<file path="src/sv/normalized_xcorr_peak_lag_core_assert.svh">
// assertion macros shared by the correlation peak search modules
`ifndef NORMALIZED_XCORR_PEAK_LAG_CORE_ASSERT_SVH
`define NORMALIZED_XCORR_PEAK_LAG_CORE_ASSERT_SVH

// same-cycle implication, checked outside reset
`define NXCPL_ASSERT_IMP(lbl, ante, cons, msg) \
  lbl: assert property (@(posedge clk) disable iff (rst) (ante) |-> (cons)) else $error(msg);

// next-cycle implication, checked outside reset
`define NXCPL_ASSERT_NXT(lbl, ante, cons, msg) \
  lbl: assert property (@(posedge clk) disable iff (rst) (ante) |=> (cons)) else $error(msg);

`endif

</file>
<file path="src/sv/nxcpl_pkg.sv">
// types and constants of the correlation peak search
package nxcpl_pkg;

  localparam int ACC_W   = 64;
  localparam int ROOT_W  = 32;
  localparam int LAG_W   = 12;
  localparam int COEF_W  = 16;
  localparam int OUT_W   = 32;
  localparam int Q_SHIFT = 15;
  localparam int CNT_W   = 6;

  localparam logic [COEF_W-1:0] COEF_MAX = 16'h7FFF;
  localparam logic [COEF_W-1:0] COEF_MIN = 16'h8000;

  localparam logic CMD_TEMPLATE = 1'b0;
  localparam logic CMD_TRACE    = 1'b1;

  typedef enum logic [1:0] {
    OP_MUL,
    OP_DIV,
    OP_SQRT
  } nxcpl_op_t;

  typedef enum logic [3:0] {
    S_IDLE,
    S_START,
    S_MAC,
    S_MUL_A1,
    S_MUL_A2,
    S_SQRT,
    S_MUL_N1,
    S_MUL_N2,
    S_DIV1,
    S_DIV2,
    S_CMP,
    S_EMIT
  } nxcpl_state_t;

  typedef struct packed {
    logic             start;
    nxcpl_op_t        op;
    logic             neg;
    logic [ACC_W-1:0] x;
    logic [ACC_W-1:0] y;
  } nxcpl_req_t;

  typedef struct packed {
    logic             done;
    logic [ACC_W-1:0] result;
  } nxcpl_rsp_t;

endpackage

</file>
<file path="src/sv/nxcpl_iter_unit.sv">
// shared iterative unit: shift-add multiply, restoring divide, integer square root
module nxcpl_iter_unit (
  input  logic                  clk,
  input  logic                  rst,
  input  nxcpl_pkg::nxcpl_req_t req,
  output nxcpl_pkg::nxcpl_rsp_t rsp
);

  localparam int W = nxcpl_pkg::ACC_W;

  logic                       busy;
  logic                       done;
  nxcpl_pkg::nxcpl_op_t       op;
  logic                       neg;
  logic [nxcpl_pkg::CNT_W-1:0] cnt;
  logic [W-1:0]               acc;
  logic [W-1:0]               xa;
  logic [W-1:0]               yb;
  logic [W-1:0]               rem;
  logic [W-1:0]               result;

  logic [W:0]   rem_sh;
  logic         div_ge;
  logic [W-1:0] div_acc;
  logic [W-1:0] sq_sum;
  logic         sq_ge;
  logic [W-1:0] sq_acc;

  always_comb begin
    rem_sh  = {rem, xa[W-1]};
    div_ge  = (rem_sh >= {1'b0, yb});
    div_acc = {acc[W-2:0], div_ge};
    sq_sum  = acc + yb;
    sq_ge   = (xa >= sq_sum);
    sq_acc  = sq_ge ? ((acc >> 1) + yb) : (acc >> 1);
  end

  always_ff @(posedge clk) begin
    if (rst) begin
      busy <= 1'b0;
      done <= 1'b0;
    end else begin
      done <= 1'b0;
      if (req.start) begin
        busy <= 1'b1;
      end else if (busy) begin
        unique case (op)
          nxcpl_pkg::OP_MUL: begin
            if (yb == '0) begin
              busy <= 1'b0;
              done <= 1'b1;
            end
          end
          nxcpl_pkg::OP_DIV, nxcpl_pkg::OP_SQRT: begin
            if ((op == nxcpl_pkg::OP_DIV && cnt == nxcpl_pkg::CNT_W'(W - 1)) ||
                (op == nxcpl_pkg::OP_SQRT && cnt == nxcpl_pkg::CNT_W'(W / 2 - 1))) begin
              busy <= 1'b0;
              done <= 1'b1;
            end
          end
          default: busy <= 1'b0;
        endcase
      end
    end
  end

  always_ff @(posedge clk) begin
    if (req.start) begin
      op  <= req.op;
      neg <= req.neg;
      cnt <= '0;
      acc <= '0;
      rem <= '0;
      xa  <= req.x;
      yb  <= (req.op == nxcpl_pkg::OP_SQRT) ? (W'(1) << (W - 2)) : req.y;
    end else if (busy) begin
      cnt <= cnt + 1'b1;
      unique case (op)
        nxcpl_pkg::OP_MUL: begin
          if (yb == '0) begin
            result <= neg ? (W'(0) - acc) : acc;
          end else begin
            if (yb[0]) acc <= acc + xa;
            xa <= xa << 1;
            yb <= yb >> 1;
          end
        end
        nxcpl_pkg::OP_DIV: begin
          rem    <= div_ge ? W'(rem_sh - {1'b0, yb}) : rem_sh[W-1:0];
          acc    <= div_acc;
          xa     <= xa << 1;
          result <= div_acc;
        end
        nxcpl_pkg::OP_SQRT: begin
          if (sq_ge) xa <= xa - sq_sum;
          acc    <= sq_acc;
          yb     <= yb >> 2;
          result <= sq_acc;
        end
        default: acc <= acc;
      endcase
    end
  end

  assign rsp.done   = done;
  assign rsp.result = result;

  `include "normalized_xcorr_peak_lag_core_assert.svh"

  `NXCPL_ASSERT_IMP(a_start_free, req.start, !busy, "unit started while busy")
  `NXCPL_ASSERT_NXT(a_start_busy, req.start, busy, "unit did not take a start")
  `NXCPL_ASSERT_IMP(a_done_idle, done, !busy, "done raised while still iterating")

endmodule

</file>
<file path="config.mk">
export PLATFORM = sky130hd
export DESIGN_NAME = nxcpl_iter_unit
export DESIGN_NICKNAME = d
export VERILOG_FILES = /design/src/sv/nxcpl_pkg.sv /design/src/sv/nxcpl_iter_unit.sv
export VERILOG_INCLUDE_DIRS = /design/src /design/src/sv
export SDC_FILE = /design/constraint.sdc
export NUM_CORES = 2
export LEC_CHECK = 0
export BUFFER_PORTS_ARGS = -buffer_cell sky130_fd_sc_hd__buf_2
export CAP_MARGIN = 0
export CORE_MARGIN = 2
export CORE_UTILIZATION = 42
export CTS_CLUSTER_SIZE = 30
export DETAILED_ROUTE_END_ITERATION = 10
export HOLD_SLACK_MARGIN = 0.15
export SETUP_SLACK_MARGIN = 0.02
export SYNTH_ARGS = -nofsm -noshare
export SYNTH_HDL_FRONTEND = slang
export SYNTH_SLANG_ARGS = --single-unit
</file>
<file path="constraint.sdc">
create_clock -name clk -period 12.2 [get_ports clk]
set_input_delay 1.22 -clock clk [delete_from_list [all_inputs] [get_ports clk]]
set_output_delay 1.22 -clock clk [all_outputs]
set_load 0.01 [all_outputs]
</file>
==> results.toml <==
[timing]
finalCritPeriodShare_pct = 73.04
hold_viol_final = 0
tightest_slew_ns = 1.183
relSlewSlack_pct = 20.57
maxSlewViolCount = 0
rsz0062_at_grt = "false"
setup_viol = 0
fin_tns_setup_ns = 0
fmax_mhz = 112.2
fin_crit_ns = 8.911
whs_ns = 0.4747
clock_skew_ns = 0.03051

[final_layout]
fin_cells = 5646
drive_gt1_share_pct = 8.061
layout_commonest_cell = "nand2_1"
final_core_util_pct = 46.22
nNetsFinal = 4993
final_cell_mix = "nand2_1 (484), a21oi_1 (453), o21ai_0 (405)"
fillers = 8477
area_delta_synth_final_pct = 8.937

[route]
drt_first_pass_iters = 6
vias = 34750
wl_per_cell_um = 23.34
drc = 0
routed_via_density = 6.155
drtIter0Drc = 3143
wl_um = 131800
antenna_left = 0

[power_and_ir_drop]
p_leak_nw = 16.41
ir_drop_uv = 97.10
totalPowerFinal_w = 0.005976
power.density_mw_per_mm2 = 154.8

[critical_path]
arrival_ns = 9.22
r2r_slack_ns = 3.29
endpoint_kind = "flip-flop"
cp_max_fo = 40
start_kind = "flip-flop"
crit_required_ns = 12.51
critPathKind = "reg2reg"

[logic_synthesis]
synth_area_leader_cell = "edfxtp_1"
async_flop_share_pct = 0
syn_inst = 4520
synth_area_per_cell_um2 = 7.842
synth_top_area_share_pct = 16.52
synthFlopType = "edfxtp_1"
yosysWarnings = 0
synth_fp_nets = 4982
ys_ff_latch = 331
netlist_area_mm2 = 0.03545
synth_area_leaders = "edfxtp_1 (17%), ha_1 (11%), dfxtp_1 (7.7%)"
synth.distinct_cells = 81
synth-edff-count = 195
seq_area_frac_synth_pct = 24.20

[cts]
cts.path.max_buffers = 3
postCtsSetupBuffers = 0
cts.repair.resized = 0
clk_latency_ns = 0.61
cts_tree = "built"
htreeDepth = 2
cts_hold_buf = 0
cts-root-buf = "clkbuf_16"
cts.sinks = 331
cts_buffers = 43
path_clk_slew_ns = 0.07

[outcome]
status = "finished, final reports clean"

[placed_design]
hpwl_um = 101800
dp_cells = 5566
gp_congestion = 0.9814
io_buffers = 198

[floorplan]
die-area_mm2 = 0.08674
dieHeight_um = 294.5
num_io_pins = 199
die_w_um = 294.5
core_area_mm2 = 0.08356
start_util_pct = 42.42
core.rowCount = 106

[grt]
antenna_found_initial = 4
grt_max_degree = 88
grt_use_total_pct = 29.56
grt_pass1_wl_um = 198400
grt_pass1_vias = 32720
grt_overflow_total = 0

[run]
maxCapViolations = 0

[hold_path]
hold_class = "reg2reg"
kinds of logic (layout without fill, tap and decap cells):
logic type | after synthesis | in the layout | synth area share, %
XOR/XNOR | 360 | 360 | 8.895
AND/OR/NAND/NOR | 1237 | 1237 | 16.21
adder cells (fa/ha/maj) | 328 | 328 | 11.68
multiplexers | 160 | 160 | 4.536
flip-flops | 331 | 331 | 24.20
buffers and inverters | 446 | 491 | 4.765
other | 0 | 1 | 0
AO/OA/AOI/OAI | 1658 | 1658 | 29.71
flip-flops by register name, summed over array words and instances, names as in the netlist:
name and cells:
acc 64, op 2, xa 64, yb 64, neg 1, result 64, rem 64, cnt 6
done 1, busy 1
final cells by class:
class | count | area [µm²] | area share [%]
clock buffer | 58 | 1215 | 3.146
timing repair buffer | 245 | 1354 | 3.506
sequential | 331 | 8578 | 22.21
antenna | 1 | 2.502 | 0.006480
multi-input combinational | 3743 | 25260 | 65.41
inverter | 167 | 626.9 | 1.623
clock inverter | 21 | 230.2 | 0.5962
tap | 1080 | 1351 | 3.499
report_power, final:
group          total [W]  internal [W]  switching (W)  leakage (nW)
Combinational    0.00306       0.00116        0.00191          12.7
Sequential       0.00157       0.00134       0.000226          2.99
Clock            0.00135      0.000785       0.000561         0.702
routing by layer:
layer / vias to the layer above / track usage (%) / share of wire (%)
met3: 265 / 5.007 / 6.7
met1: 16440 / 37.59 / 42
met5: - / 0 / 0.035
met2: 1225 / 48.53 / 46
met4: 6 / 14.20 / 5.3
li1: 16810 / - / -
path summary, 6_finish.rpt:
path,start,cells after the start,end
max,acc[2],26,result[49]
max reg2reg,acc[2],26,result[49]
min reg2reg,rem[11],2,rem[11]
min,rem[11],2,rem[11]
cells in the mapped netlist (16+ instances only):
cell,n
a211o_1,16
a211oi_1,86
a21boi_0,16
a21o_1,231
a21oi_1,454
a221oi_1,23
a311oi_1,25
a31oi_1,47
and2_1,21
and3_1,22
clkbuf_1,265
dfxtp_1,136
edfxtp_1,195
ha_1,323
inv_1,166
mux2i_1,155
nand2_1,485
nand2b_1,26
nand3_1,61
nand4_1,103
nor2_1,301
nor2b_1,42
nor3_1,57
nor4_1,28
o211ai_1,41
o21a_1,41
o21ai_0,405
o21bai_1,74
o22ai_1,17
o31ai_1,46
or3_1,26
or4_1,19
xnor2_1,184
xor2_1,176
worst max-delay path, stage by stage (launching register included):
cell and delay, ns:
dfxtp_1 0.64, ha_1 0.34, o21ai_0 0.11, o21ai_0 0.26, a211oi_1 0.17, o31ai_1 0.80, a41oi_1 0.35, o21ai_0 0.50
a31oi_1 0.34, o31a_1 0.41, o21ai_0 0.39, a41oi_1 0.19, xnor2_1 0.16, ha_1 0.37, a21oi_1 0.22, o21ai_0 0.15
a31oi_1 0.18, o21ai_0 0.14, a21o_1 0.26, nand2b_1 0.23, a311oi_1 0.96, nor2_4 0.06, buf_4 0.38, nand2_1 0.42
nor2_1 0.09, a221oi_1 0.28, o21ai_0 0.16
through the flow:
stage | setup WS (ns) | area (µm²)
after CTS | 3.476 | 38610
final | 3.289 | 38620
after detailed placement | 3.510 | 37170
after global routing | 2.537 | 38610
after global placement | 3.661 | 37170
after floorplan | 0.9211 | 35450
(Power assumes the default switching activity.)
